$ cat src/design/canonical_huffman_escape_decoder_assert.svh
// assertion macros for the canonical huffman escape decoder
// used by canonical_huffman_escape_decoder.sv; expects clk and rst in scope
`ifndef CANONICAL_HUFFMAN_ESCAPE_DECODER_ASSERT_SVH
`define CANONICAL_HUFFMAN_ESCAPE_DECODER_ASSERT_SVH

// same-cycle implication
`define CHED_ASSERT_NOW(lbl, ante, cons, msg) \
  lbl: assert property (@(posedge clk) disable iff (rst) (ante) |-> (cons)) else $error(msg);

// next-cycle implication
`define CHED_ASSERT_NXT(lbl, ante, cons, msg) \
  lbl: assert property (@(posedge clk) disable iff (rst) (ante) |=> (cons)) else $error(msg);

`endif

$ cat src/design/ched_pkg.sv
// shared types and constants for the canonical huffman escape decoder
// no dependencies
package ched_pkg;

  localparam int BURST_DEF = 16;
  localparam int MAX_CODE_LEN_DEF = 16;
  localparam int MAX_RESULTS = 16;

  localparam logic [15:0] SKIP_FLAG = 16'h0100;
  localparam logic [15:0] TYPE_DELTA1 = 16'h32fb;
  localparam logic [15:0] TYPE_DELTA2 = 16'h34fb;
  localparam logic [23:0] SIZE_MAX24 = 24'hffffff;
  localparam logic [5:0] ZERO_LIMIT = 6'd32;

  localparam logic [1:0] ST_OK = 2'd0;
  localparam logic [1:0] ST_MALFORMED = 2'd1;
  localparam logic [1:0] ST_PENDING = 2'd2;
  localparam logic [1:0] ST_AFTER_END = 2'd3;

  typedef struct packed {
    logic       cmd;
    logic [7:0] data_byte;
  } in_t;

  typedef struct packed {
    logic [7:0]  out_byte;
    logic        last;
    logic        end_of_stream;
    logic        pending;
    logic [1:0]  status;
    logic [23:0] decoded_size;
  } out_t;

  typedef enum logic [11:0] {
    PH_TYPE     = 12'b000000000001,
    PH_SKIP     = 12'b000000000010,
    PH_SIZE     = 12'b000000000100,
    PH_ESC      = 12'b000000001000,
    PH_COUNTS   = 12'b000000010000,
    PH_SYMS     = 12'b000000100000,
    PH_DECODE   = 12'b000001000000,
    PH_ESC_NUM  = 12'b000010000000,
    PH_ESC_FLAG = 12'b000100000000,
    PH_ESC_BYTE = 12'b001000000000,
    PH_END      = 12'b010000000000,
    PH_ERROR    = 12'b100000000000
  } phase_t;

  typedef enum logic [6:0] {
    S_IDLE = 7'b0000001,
    S_STEP = 7'b0000010,
    S_MOD  = 7'b0000100,
    S_WALK = 7'b0001000,
    S_LOOK = 7'b0010000,
    S_FIN  = 7'b0100000,
    S_SEND = 7'b1000000
  } ctl_t;

endpackage

$ cat src/design/canonical_huffman_escape_decoder.sv
// Canonical huffman decoder with escape runs, one stream per reset. After reset the
// used-symbol map is cleared one entry per cycle, so no request is taken until the
// clear pass is done. Each request is processed by a sequencer that takes one stream
// bit or one run byte per cycle, except where it pauses: a body code hit adds a
// symbol table read, and each leapfrog symbol adds a bit-serial modulo and then a
// walk over the used-symbol map that steps over up to 256 symbols. A request ends
// with a finish state, and then its results are sent in order, each held until
// out_ready takes it, at most min(BURST,16) results per request.
// in_ready is high only while idle. Results of one request all carry the
// end_of_stream and pending flags as they stand when the request completes.
// depends on ched_pkg.sv and canonical_huffman_escape_decoder_assert.svh
`include "canonical_huffman_escape_decoder_assert.svh"

module canonical_huffman_escape_decoder #(
  parameter int BURST = ched_pkg::BURST_DEF,
  parameter int MAX_CODE_LEN = ched_pkg::MAX_CODE_LEN_DEF
) (
  input  logic          clk,
  input  logic          rst,
  input  logic          in_valid,
  output logic          in_ready,
  input  ched_pkg::in_t in_data,
  output logic          out_valid,
  input  logic          out_ready,
  output ched_pkg::out_t out_data
);
  import ched_pkg::*;

  localparam int LIM = (BURST < MAX_RESULTS) ? BURST : MAX_RESULTS;
  localparam int NW = $clog2(LIM + 1);
  localparam int IW = $clog2(LIM);

  ctl_t ctl;
  phase_t phase;

  logic [7:0] win;
  logic [3:0] bcnt;
  logic [15:0] stream_type;
  logic [23:0] size_reg;
  logic [7:0] escape_symbol;
  logic [8:0] count_per_length [16];
  logic [16:0] limit_per_length [16];
  logic [15:0] offset_per_length [16];
  logic [7:0] symbol_table [256];
  logic symbol_used [256];
  logic [7:0] tbl_rdata;
  logic used_rdata;
  logic [8:0] clr_cnt;
  logic [7:0] next_symbol;
  logic [8:0] symbol_total;
  logic [31:0] run_left;
  logic [7:0] previous_raw, sum_first, sum_second;
  logic [23:0] bytes_emitted;

  logic [23:0] fld_acc;
  logic [4:0] fld_left;
  logic num_stage;
  logic [5:0] num_zeros, num_width, num_left;
  logic [31:0] num_acc;
  logic [4:0] len_now, longest, code_len;
  logic [16:0] space_used;
  logic [8:0] sym_index;
  logic [15:0] code_acc;

  logic [31:0] div_num;
  logic [9:0] div_rem;
  logic [4:0] div_cnt;
  logic [8:0] walk_d;
  logic [7:0] walk_s;

  logic [NW-1:0] n, k;
  logic [7:0] rbuf_byte [LIM];
  logic [1:0] rbuf_st [LIM];
  logic fin_eos, fin_pend;

  // bit fetch
  logic b, consume, run_emit;
  assign b = win[7];
  assign run_emit = (phase == PH_DECODE) && (run_left != 32'd0);
  assign consume = (ctl == S_STEP) && (n < NW'(LIM)) && !run_emit && (bcnt != 4'd0);

  // fixed fields
  logic [23:0] fld_acc_n;
  logic fld_done;
  assign fld_acc_n = {fld_acc[22:0], b};
  assign fld_done = (fld_left <= 5'd1);

  // variable-length numbers
  logic num_phase, num_fin, num_fault;
  logic [31:0] num_acc_n, num_val;
  assign num_phase = (phase == PH_COUNTS) || (phase == PH_SYMS) || (phase == PH_ESC_NUM);
  assign num_acc_n = {num_acc[30:0], b};
  assign num_fin = num_stage && (num_left == 6'd1);
  assign num_fault = !num_stage && !b && ((num_zeros + 6'd1) >= ZERO_LIMIT);
  assign num_val = num_acc_n + ((num_width < 6'd32) ? (32'd1 << num_width[4:0]) : 32'd0)
                   - 32'd4;

  // code count checks
  logic [17:0] cnt_first, cnt_full;
  logic [33:0] cnt_top;
  logic cnt_bad, cnt_done;
  assign cnt_first = {space_used, 1'b0};
  assign cnt_full = 18'd1 << len_now;
  assign cnt_top = 34'(cnt_first) + 34'(num_val);
  assign cnt_bad = (cnt_top > 34'(cnt_full)) ||
                   ((33'(symbol_total) + 33'(num_val)) > 33'd256);
  assign cnt_done = (num_val != 32'd0) && (cnt_top == 34'(cnt_full));

  // body code search
  logic [15:0] dec_acc;
  logic [4:0] dec_len;
  logic [3:0] dec_i;
  logic dec_hit;
  logic [7:0] raddr;
  assign dec_acc = {code_acc[14:0], b};
  assign dec_len = code_len + 5'd1;
  assign dec_i = code_len[3:0];
  assign dec_hit = (count_per_length[dec_i] != 9'd0) &&
                   ({1'b0, dec_acc} < limit_per_length[dec_i]);
  assign raddr = 8'(dec_acc - offset_per_length[dec_i]);

  logic fault;
  assign fault = consume && ((num_phase && num_fault) ||
                 ((phase == PH_COUNTS) && num_fin &&
                  (cnt_bad || (!cnt_done && (len_now >= 5'(MAX_CODE_LEN))))) ||
                 ((phase == PH_DECODE) && !dec_hit && (dec_len >= longest)));

  // modulo and walk; walk_s is the candidate whose used bit is in used_rdata
  logic [9:0] divisor, div_step;
  logic [7:0] walk_s1, used_raddr;
  logic walk_take;
  assign divisor = 10'd256 - {1'b0, sym_index};
  assign div_step = ({div_rem[8:0], div_num[31]} >= divisor) ?
                    ({div_rem[8:0], div_num[31]} - divisor) : {div_rem[8:0], div_num[31]};
  assign walk_s1 = walk_s + 8'd1;
  assign used_raddr = (ctl == S_WALK) ? walk_s1 : (next_symbol + 8'd1);
  assign walk_take = (ctl == S_WALK) && !used_rdata && (walk_d == 9'd1);

  // byte delivery with undelta
  logic [7:0] dl_raw, dl_val, dl_s1, dl_s2;
  logic dl_active;
  always_comb begin
    if (ctl == S_LOOK) dl_raw = tbl_rdata;
    else if (run_emit) dl_raw = previous_raw;
    else dl_raw = fld_acc_n[7:0];
  end
  assign dl_active = bytes_emitted < size_reg;
  assign dl_s1 = sum_first + dl_raw;
  assign dl_s2 = sum_second + dl_s1;
  always_comb begin
    if (dl_active && (stream_type == TYPE_DELTA1)) dl_val = dl_s1;
    else if (dl_active && (stream_type == TYPE_DELTA2)) dl_val = dl_s2;
    else dl_val = dl_raw;
  end

  logic do_deliver;
  assign do_deliver = ((ctl == S_STEP) && (n < NW'(LIM)) && run_emit) ||
                      ((ctl == S_LOOK) && (tbl_rdata != escape_symbol)) ||
                      (consume && !fault && (phase == PH_ESC_BYTE) && fld_done);

  logic [IW-1:0] n_idx;
  assign n_idx = n[IW-1:0];

  // symbol memory
  always_ff @(posedge clk) begin
    if (walk_take) symbol_table[sym_index[7:0]] <= walk_s;
    tbl_rdata <= symbol_table[raddr];
  end

  // used-symbol map, cleared by a pass after reset
  always_ff @(posedge clk) begin
    if (!clr_cnt[8]) begin
      symbol_used[clr_cnt[7:0]] <= 1'b0;
    end else if (walk_take) begin
      symbol_used[walk_s] <= 1'b1;
    end
    used_rdata <= symbol_used[used_raddr];
  end

  always_ff @(posedge clk) begin
    if (rst) begin
      ctl <= S_IDLE;
      phase <= PH_TYPE;
      clr_cnt <= '0;
      win <= '0;
      bcnt <= '0;
      stream_type <= '0;
      size_reg <= '0;
      escape_symbol <= '0;
      for (int i = 0; i < 16; i++) begin
        count_per_length[i] <= '0;
        limit_per_length[i] <= '0;
        offset_per_length[i] <= '0;
      end
      next_symbol <= 8'hff;
      symbol_total <= '0;
      run_left <= '0;
      previous_raw <= '0;
      sum_first <= '0;
      sum_second <= '0;
      bytes_emitted <= '0;
      fld_acc <= '0;
      fld_left <= 5'd16;
      num_stage <= 1'b0;
      num_zeros <= '0;
      num_width <= '0;
      num_left <= '0;
      num_acc <= '0;
      len_now <= 5'd1;
      space_used <= '0;
      longest <= '0;
      sym_index <= '0;
      code_acc <= '0;
      code_len <= '0;
      n <= '0;
      k <= '0;
      fin_eos <= 1'b0;
      fin_pend <= 1'b0;
    end else begin
      if (!clr_cnt[8]) clr_cnt <= clr_cnt + 9'd1;
      if (do_deliver) begin
        rbuf_byte[n_idx] <= dl_val;
        rbuf_st[n_idx] <= ST_OK;
        n <= n + NW'(1);
        previous_raw <= dl_raw;
        if (dl_active && ((stream_type == TYPE_DELTA1) || (stream_type == TYPE_DELTA2)))
          sum_first <= dl_s1;
        if (dl_active && (stream_type == TYPE_DELTA2)) sum_second <= dl_s2;
        if (bytes_emitted < SIZE_MAX24) bytes_emitted <= bytes_emitted + 24'd1;
      end
      unique case (ctl)
        S_IDLE: begin
          n <= '0;
          if (in_valid && clr_cnt[8]) begin
            ctl <= S_FIN;
            if (phase == PH_END) begin
              if (!in_data.cmd) begin
                rbuf_byte[0] <= '0;
                rbuf_st[0] <= ST_AFTER_END;
                n <= NW'(1);
              end
            end else if (phase == PH_ERROR) begin
              rbuf_byte[0] <= '0;
              rbuf_st[0] <= ST_MALFORMED;
              n <= NW'(1);
            end else if (!in_data.cmd) begin
              if ((run_left != 32'd0) || (bcnt != 4'd0)) begin
                rbuf_byte[0] <= '0;
                rbuf_st[0] <= ST_PENDING;
                n <= NW'(1);
              end else begin
                win <= in_data.data_byte;
                bcnt <= 4'd8;
                ctl <= S_STEP;
              end
            end else begin
              ctl <= S_STEP;
            end
          end
        end
        S_STEP: begin
          if (n >= NW'(LIM)) begin
            ctl <= S_FIN;
          end else if (run_emit) begin
            run_left <= run_left - 32'd1;
          end else if (bcnt == 4'd0) begin
            ctl <= S_FIN;
          end else if (fault) begin
            win <= '0;
            bcnt <= '0;
            run_left <= '0;
            phase <= PH_ERROR;
            rbuf_byte[n_idx] <= '0;
            rbuf_st[n_idx] <= ST_MALFORMED;
            n <= n + NW'(1);
            ctl <= S_FIN;
          end else begin
            win <= {win[6:0], 1'b0};
            bcnt <= bcnt - 4'd1;
            if (num_phase) begin
              if (!num_stage) begin
                if (!b) begin
                  num_zeros <= num_zeros + 6'd1;
                end else begin
                  num_width <= num_zeros + 6'd2;
                  num_left <= num_zeros + 6'd2;
                  num_acc <= '0;
                  num_stage <= 1'b1;
                end
              end else begin
                num_acc <= num_acc_n;
                num_left <= num_left - 6'd1;
                if (num_fin) begin
                  num_stage <= 1'b0;
                  num_zeros <= '0;
                end
              end
            end
            if (!num_phase) begin
              fld_acc <= fld_acc_n;
              if (fld_left != 5'd0) fld_left <= fld_left - 5'd1;
            end
            unique case (phase)
              PH_TYPE: begin
                if (fld_done) begin
                  stream_type <= fld_acc_n[15:0] & ~SKIP_FLAG;
                  phase <= ((fld_acc_n[15:0] & SKIP_FLAG) != 16'd0) ? PH_SKIP : PH_SIZE;
                  fld_acc <= '0;
                  fld_left <= 5'd24;
                end
              end
              PH_SKIP: begin
                if (fld_done) begin
                  phase <= PH_SIZE;
                  fld_acc <= '0;
                  fld_left <= 5'd24;
                end
              end
              PH_SIZE: begin
                if (fld_done) begin
                  size_reg <= fld_acc_n;
                  phase <= PH_ESC;
                  fld_acc <= '0;
                  fld_left <= 5'd8;
                end
              end
              PH_ESC: begin
                if (fld_done) begin
                  escape_symbol <= fld_acc_n[7:0];
                  phase <= PH_COUNTS;
                  len_now <= 5'd1;
                  space_used <= '0;
                  symbol_total <= '0;
                end
              end
              PH_COUNTS: begin
                if (num_fin) begin
                  count_per_length[len_now[3:0] - 4'd1] <= num_val[8:0];
                  limit_per_length[len_now[3:0] - 4'd1] <= cnt_top[16:0];
                  offset_per_length[len_now[3:0] - 4'd1] <=
                    16'(cnt_first - 18'(symbol_total));
                  symbol_total <= symbol_total + num_val[8:0];
                  space_used <= cnt_top[16:0];
                  if (cnt_done) begin
                    longest <= len_now;
                    phase <= PH_SYMS;
                    sym_index <= '0;
                  end else begin
                    len_now <= len_now + 5'd1;
                  end
                end
              end
              PH_SYMS: begin
                if (num_fin) begin
                  div_num <= num_val;
                  div_rem <= '0;
                  div_cnt <= '0;
                  ctl <= S_MOD;
                end
              end
              PH_DECODE: begin
                if (dec_hit) begin
                  code_acc <= '0;
                  code_len <= '0;
                  ctl <= S_LOOK;
                end else begin
                  code_acc <= dec_acc;
                  code_len <= dec_len;
                end
              end
              PH_ESC_NUM: begin
                if (num_fin) begin
                  if (num_val != 32'd0) begin
                    run_left <= num_val;
                    phase <= PH_DECODE;
                  end else begin
                    phase <= PH_ESC_FLAG;
                  end
                end
              end
              PH_ESC_FLAG: begin
                if (b) begin
                  phase <= PH_END;
                  win <= '0;
                  bcnt <= '0;
                  if (n == NW'(0)) begin
                    rbuf_byte[0] <= '0;
                    rbuf_st[0] <= ST_OK;
                    n <= NW'(1);
                  end
                  ctl <= S_FIN;
                end else begin
                  phase <= PH_ESC_BYTE;
                  fld_acc <= '0;
                  fld_left <= 5'd8;
                end
              end
              PH_ESC_BYTE: begin
                if (fld_done) phase <= PH_DECODE;
              end
              default: begin
              end
            endcase
          end
        end
        S_MOD: begin
          div_rem <= div_step;
          div_num <= {div_num[30:0], 1'b0};
          div_cnt <= div_cnt + 5'd1;
          if (div_cnt == 5'd31) begin
            walk_d <= div_step[8:0] + 9'd1;
            walk_s <= next_symbol + 8'd1;
            ctl <= S_WALK;
          end
        end
        S_WALK: begin
          walk_s <= walk_s1;
          if (!used_rdata) begin
            if (walk_d == 9'd1) begin
              next_symbol <= walk_s;
              sym_index <= sym_index + 9'd1;
              if ((sym_index + 9'd1) >= symbol_total) begin
                phase <= PH_DECODE;
                code_acc <= '0;
                code_len <= '0;
              end
              ctl <= S_STEP;
            end else begin
              walk_d <= walk_d - 9'd1;
            end
          end
        end
        S_LOOK: begin
          if (tbl_rdata == escape_symbol) phase <= PH_ESC_NUM;
          ctl <= S_STEP;
        end
        S_FIN: begin
          fin_eos <= (phase == PH_END);
          fin_pend <= (phase != PH_END) && (phase != PH_ERROR) &&
                      ((run_left != 32'd0) || (bcnt != 4'd0));
          k <= '0;
          ctl <= (n == NW'(0)) ? S_IDLE : S_SEND;
        end
        S_SEND: begin
          if (out_ready) begin
            k <= k + NW'(1);
            if (k == (n - NW'(1))) ctl <= S_IDLE;
          end
        end
        default: begin
          ctl <= S_IDLE;
        end
      endcase
    end
  end

  assign in_ready = (ctl == S_IDLE) && clr_cnt[8];
  assign out_valid = (ctl == S_SEND);
  always_comb begin
    out_data.out_byte = rbuf_byte[k[IW-1:0]];
    out_data.last = (k == (n - NW'(1)));
    out_data.end_of_stream = fin_eos;
    out_data.pending = fin_pend;
    out_data.status = rbuf_st[k[IW-1:0]];
    out_data.decoded_size = size_reg;
  end

  `CHED_ASSERT_NOW(a_no_overlap, out_valid, !in_ready, "result shown while request taken")
  `CHED_ASSERT_NOW(a_count_bound, 1'b1, n <= NW'(LIM), "result count beyond burst")
  `CHED_ASSERT_NOW(a_walk_phase, (ctl == S_WALK) || (ctl == S_MOD), phase == PH_SYMS,
                   "symbol walk outside symbol list")
  `CHED_ASSERT_NXT(a_accept_leaves, in_valid && in_ready, (ctl == S_FIN) || (ctl == S_STEP),
                   "accepted request not started")

endmodule

$ cat config.mk
export PLATFORM = sky130hd
export DESIGN_NAME = canonical_huffman_escape_decoder
export DESIGN_NICKNAME = d
export VERILOG_FILES = /design/src/design/ched_pkg.sv /design/src/design/canonical_huffman_escape_decoder.sv
export VERILOG_INCLUDE_DIRS = /design/src /design/src/design
export SDC_FILE = /design/constraint.sdc
export NUM_CORES = 2
export LEC_CHECK = 0
export BUFFER_PORTS_ARGS = -buffer_cell sky130_fd_sc_hd__buf_2
export CAP_MARGIN = 5
export CORE_UTILIZATION = 25
export DETAILED_ROUTE_END_ITERATION = 16
export PLACE_DENSITY = 0.41
export SLEW_MARGIN = 25
export SYNTH_ARGS = -nofsm -noshare
export SYNTH_HDL_FRONTEND = slang
export SYNTH_SLANG_ARGS = --single-unit
export TNS_END_PERCENT = 20
$ cat constraint.sdc
create_clock -name clk -period 24.3 [get_ports clk]
set_input_delay 0 -clock clk [delete_from_list [all_inputs] [get_ports clk]]
set_output_delay 0 -clock clk [all_outputs]
set_load 0.02 [all_outputs]
**Yosys cells after proc, flatten, opt, wreduce, memory -nomap -nowiden**

Memories as Yosys holds them, arrays and structs flattened. A register that Yosys moved wholly into a read port is not among the register bits.
Index checks and enable logic that the tools add are counted.
W data, S select, Z words.

- Magnitude comparators: 14
- Add/subtract/negate cells: 31
- Shifts and indexed selects: 2
- Bitwise logic cells: 15
- Eq/ne operators: 72
- Reductions and logical operators: 98
- Multiplexer cells: 275

Operators by type and width:

| cell | number |
|---|---|
| $mux W32 | 13 |
| $mux W9 | 24 |
| $mux W12 | 16 |
| $mux W8 | 23 |
| $mux W5 | 34 |
| $mux W15 | 9 |
| $mux W7 | 17 |
| $mux W4 | 26 |
| $pmux W12 S8 | 1 |
| $mux W24 | 3 |
| $pmux W9 S2 | 4 |
| $mux W1 | 70 |
| $pmux W32 S2 | 1 |
| $reduce_bool A32 Y1 | 2 |
| $mux W31 | 2 |
| $mux W17 | 3 |
| $pmux W5 S2 | 5 |
| $pmux W7 S7 | 1 |
| $pmux W24 S2 | 1 |
| $reduce_and A8 Y1 | 5 |
| $ne A2 B2 Y1 const B | 19 |
| $mux W6 | 6 |
| $pmux W12 S3 | 1 |
| $pmux W17 S2 | 1 |
| 109 further kinds | 220 |

- Memories: 7
- Input bits: 13
- Register bits after elaboration: 394
- Bits in writable memories: 3136

Memory list:

| name | depth | width | read ports | clocked after memory_dff | wr ports | line | text |
|---|---|---|---|---|---|---|---|
| symbol_table | 256 | 8 | 1 | 1 | 1 | canonical_huffman_escape_decoder.sv:44 | `logic [7:0] symbol_table [256];` |
| limit_per_length | 16 | 17 | 1 | 1 | 16 | canonical_huffman_escape_decoder.sv:42 | `logic [16:0] limit_per_length [16];` |
| offset_per_length | 16 | 16 | 1 | 1 | 16 | canonical_huffman_escape_decoder.sv:43 | `logic [15:0] offset_per_length [16];` |
| symbol_used | 256 | 1 | 1 | 1 | 1 | canonical_huffman_escape_decoder.sv:45 | `logic symbol_used [256];` |
| count_per_length | 16 | 9 | 1 | 1 | 16 | canonical_huffman_escape_decoder.sv:41 | `logic [8:0] count_per_length [16];` |
| rbuf_byte | 16 | 8 | 1 | 1 | 1 | canonical_huffman_escape_decoder.sv:72 | `logic [7:0] rbuf_byte [LIM];` |
| 1 more memories | -- | -- | -- | -- | -- | -- |  |

**Longest topological paths before layout**

- Depth after elaboration: 28
- Gate-level depth with buffers: 42

**Worst setup path after synthesis**

Ideal clock, no wire load.

- Kind: flip-flop to flip-flop
- Start point: reg num_width[2]
- End point: reg div_cnt[0], enable pin
- Period minus slack after synthesis: 11.609 ns
- Buffers on the path: 2
- Required time: 23.794 ns
- Arrival: 11.102 ns
- Stages on the path, launching flop included: 39
- Slack: 12.691 ns
- Cells stage by stage: dfxtp_1 clkbuf_1 nor2_1 nand2_1 nor2_1 ha_1 ha_1 fa_1 a211oi_1 o21ai_1 xnor2_1 inv_1 ha_1 clkbuf_1 a41oi_1 o21ai_0 a221oi_1 nand2b_1 (+3 left out) a21oi_1 xor2_1 inv_1 ha_1 a21oi_1 nor2b_1 o21ai_0 o211ai_1 o221ai_1 o211ai_1 or3_1 a211o_1 a2111oi_0 nand3_1 o31ai_4 or2_0 nand2b_1 nor3_1

- Longest elaborated chain between the ends: 16
- Elaborated cells on any way between the ends: 22

RTL lines:

| what | line | text |
|---|---|---|
| start: declaration | canonical_huffman_escape_decoder.sv:58 | `logic [5:0] num_zeros, num_width, num_left;` |
| start signal: assignment | canonical_huffman_escape_decoder.sv:285 | `num_width <= num_zeros + 6'd2;` |
| $lt A6 B6 Y1 or $shl A1 B5 Y32 (tied branches) | canonical_huffman_escape_decoder.sv:95 | `assign num_val = num_acc_n + ((num_width < 6'd32) ? (32'd1 << num_width[4:0]) : 32'd0)` |
| $mux W32 (*) | canonical_huffman_escape_decoder.sv:95 |  |
| $add A32 B32 Y32 (*) | canonical_huffman_escape_decoder.sv:95 |  |
| $sub A32 B3 Y32 (*) | canonical_huffman_escape_decoder.sv:96 | `- 32'd4;` |
| named net num_val[7] | canonical_huffman_escape_decoder.sv:90 | `logic [31:0] num_acc_n, num_val;` |
| $add A18 B32 Y33 (*) | canonical_huffman_escape_decoder.sv:104 | `assign cnt_top = 34'(cnt_first) + 34'(num_val);` |
| named net cnt_top[14] | canonical_huffman_escape_decoder.sv:100 | `logic [33:0] cnt_top;` |
| branches (longest 4 deep; another with $gt A33 B18 Y1) | -- |  |
| $logic_or A1 B1 Y1 (*) | canonical_huffman_escape_decoder.sv:125 | `(cnt_bad \|\| (!cnt_done && (len_now >= 5'(MAX_CODE_LEN))))) \|\|` |
| $logic_and A1 B1 Y1 (*) | canonical_huffman_escape_decoder.sv:124 | `((phase == PH_COUNTS) && num_fin &&` |
| $logic_or A1 B1 Y1 (*) | canonical_huffman_escape_decoder.sv:123 | `assign fault = consume && ((num_phase && num_fault) \|\|` |
| $logic_or A1 B1 Y1 (*) | canonical_huffman_escape_decoder.sv:125 |  |
| $logic_and A1 B1 Y1 (*) | canonical_huffman_escape_decoder.sv:123 |  |
| $ne A2 B2 Y1 (no line) (*) | -- |  |
| $reduce_and A8 Y1 (no line) (*) | -- |  |
| end signal: assignment | canonical_huffman_escape_decoder.sv:409 | `div_cnt <= div_cnt + 5'd1;` |
| end: declaration | canonical_huffman_escape_decoder.sv:67 | `logic [4:0] div_cnt;` |

Mark *: on every way through the listed nets, which the timed path passes.
A chain may end at the register's enable or synchronous reset.

==> reports/results.ini <==
[outcome]
status = finished, violations left
violations = design-rule violations

[critical_path]
path_common_cell = ha_1
reg2reg_slack_ns = 10.80
endpoint_kind = register
critPathLaunch = num_width[2]
rr_worst_depth = 40
start_kind = register
rr_endpoint = count_per_length[14][0]
path_max_fanout = 34
cp_slowest_cell = nand2b_2
path_class = reg2reg
crit_required_ns = 24.88
worstPathArrival_ns = 14.08
slowest_delay_ns = 1.10
r2r-start = num_width[2]

[timing]
fin_hold_ws_ns = 0.0937
rsz0062_at_grt = no
period_share = 0.556
drv_slew = 0
finalSetupViolations = 0
min_period_ns = 13.50
hold_viol = 0
tns_ns = 0
fin_skew_ns = 0.0501
timing.fmax_ghz = 0.0741
worst_pin_slew_ns = 1.14
slew_headroom = 0.238

[detailed_routing]
drtAntennaViolNets = 0
num_vias = 80550
wl_per_cell_um = 24.8
via_per_inst = 4.67
wl_um = 428000
drcViolationCount = 22
dr.pass1.iters = 12
drt_iter0_drc = 6424

[global_route]
grt_overflow = 0
track_usage = 0.143
antenna_found_initial = 12
grt_max_degree = 200
grt_pass1_wl_um = 616000
grt_pass1_vias = 83064

[logic_synthesis]
syn_area_per_cell_um2 = 16.0
syn_nets = 9328
yosys-top-cells-area = edfxtp_1, mux4_2, dfxtp_1
synth_top_area_share = 0.633
ys_types = 91
synth_seq_cells = 3402
synth-seq-area-share = 0.681
synthFlopType = edfxtp_1
netlist_instances = 9075
yosys_warnings = 0
syn_area_um2 = 145000
async_reset_ff_frac = 0
synth_edf_count = 3055
synth_top_area_cell = edfxtp_1

[cells_and_area]
multi_input_area_um2 = 44000
largest_reg_flops = 2048
utilization = 0.290
areaGrowthSynthToFinish_pct = 15.6
layout-drive-gt1-share = 0.197
regArea_um2 = 98700
nets = 9456
fill_cells = 57486

[clock_tree]
cts.clk_slew.worst_paths_ns = 0.06
cts.sinks = 3402
cts_root_buffer = clkbuf_16
cts_made_buffers = 367
cts_hold_buf = 31
post_cts_resized = 0
cts_tree = yes
clock_latency_ns = 1.01
post_cts_buffers = 0
max-clock-path-buffers = 4
cts.htree.levels = 5

[power]
p_int_uw = 9640
clockPowerShare = 0.450
seqPwrFrac = 0.516
p_sw_uw = 2700
ir_worst_vdd_uv = 57.9
p_per_area_nw_per_um2 = 73.7
leakage_uw = 0.0534
p_comb_frac = 0.034
switching_share = 0.219

[die]
initial_core_util = 0.251
die_h_um = 763
dieArea_um2 = 583000
core_um2 = 577000
die_w_um = 763
io_pins = 52
row_count = 279

[placement]
place.gp.congestion = 0.822
dpl.hpwl_um = 263000
io_buffers = 51

[hold_path]
hold_depth = 5
min_from = out_ready
holdPathEnd = ctl[6]
min_path_type = in2reg

[flow_run]
cap_violations = 0

[critical path: cells and delay by family (launching register included)]
family	cells	cell delay (ns)
and+or+nand+nor	13	5.30
AOI/OAI and AO/OA	16	4.55
adders and majority gates	4	1.39
buffers and inverters	5	1.02
DFF	1	0.46
xor gates and xnor gates	2	0.34
[worst max-delay path by stage]
stage,end,slack [ns],cells after the start
finish,count_per_length[14][0],10.80,40
global route,count_per_length[14][0],10.08,40
CTS,count_per_length[14][0],10.80,40
detailed placement,offset_per_length[14][3],10.82,40
global placement,offset_per_length[14][5],10.53,40
floorplan,div_cnt[0],12.69,38
[cells in the final DEF (no fill, tap or decap), drive strengths merged, types with 15 or more instances in the layout]
cell type and count:
clkinv 164, bufinv 26, a31oi 31, o21ai 157, dlygate4sd3 31, nor3b 28, dfxtp 347, xor2 85
nor4 50, buf 267, nand4 54, ha 232, and3 15, a21oi 295, nor3 129, o21bai 21
xnor2 109, edfxtp 3055, and2 25, a22o 30, nor2 1425, or3 37, nand3b 35, inv 255
nand2b 67, nand3 146, mux4 908, or4 25, clkinvlp 20, nor2b 65, a211oi 60, a21o 50
a221oi 30, clkbuf 450, o211ai 23, mux2i 132, o31ai 20, nand2 431
[power by group through the flow]
stage | sequential, uW | combinational (uW) | clock (uW)
finish | 6370 | 425 | 5550
CTS | 6370 | 436 | 5710
global route | 6370 | 450 | 5900
detailed placement | 6490 | 432 | 0
global placement | 6490 | 431 | 0
floorplan | 6470 | 263 | 0
[kinds of logic after synthesis]
kind of cell	Yosys count	synth area share
compound gates	826	0.0364
mux	1050	0.151
fa+ha+maj	240	0.0211
buf+inv	786	0.0206
xor+xnor	194	0.0117
simple gates	2577	0.0784
flops	3402	0.681
[Yosys cell counts (28+ instances only)]
cell type,count
o21ai_0,146
a221oi_1,30
a22o_1,30
nor3_1,127
nor2b_1,65
a31oi_1,31
nor4_1,50
a21o_1,50
mux4_2,908
buf_1,86
a211oi_1,58
clkbuf_1,431
nor3b_1,28
xor2_1,85
nand2b_1,67
or3_1,37
nand3b_1,35
nand2_1,431
xnor2_1,109
ha_1,232
mux2i_1,132
nand3_1,145
a21oi_1,292
nand4_1,54
nor2_1,1424
dfxtp_1,347
inv_1,244
edfxtp_1,3055
[per-stage QoR]
step           area [um^2]  worst slack, ns  power [uW]  std cells
2_1_floorplan       145000            12.69        6740       9075
3_3_place_gp        155000            10.53        6920      16524
3_5_place_dp        155000            10.82        6930      16524
4_1_cts             167000            10.80       12500      17223
5_1_grt             168000            10.08       12700      17231
6_report            168000            10.80       12300      17236
[cell type report]
cell class,count,share of cell area
repair buffers,298,0.0146
flip-flops and latches,3402,0.589
multi-input cells,4887,0.263
well taps,7727,0.0577
clock inverters,218,0.0122
clock buffers,450,0.0581
inverters,247,0.00558
diodes,7,0.000105
[routing by layer]
| layer | GRT usage | share of wire |
|---|---|---|
| met1 | 0.195 | 0.44 |
| met3 | 0.0184 | 0.044 |
| met5 | 0 | 0 |
| met4 | 0.0369 | 0.027 |
| met2 | 0.241 | 0.49 |
No activity file was read; power rests on OpenSTA's default activity.
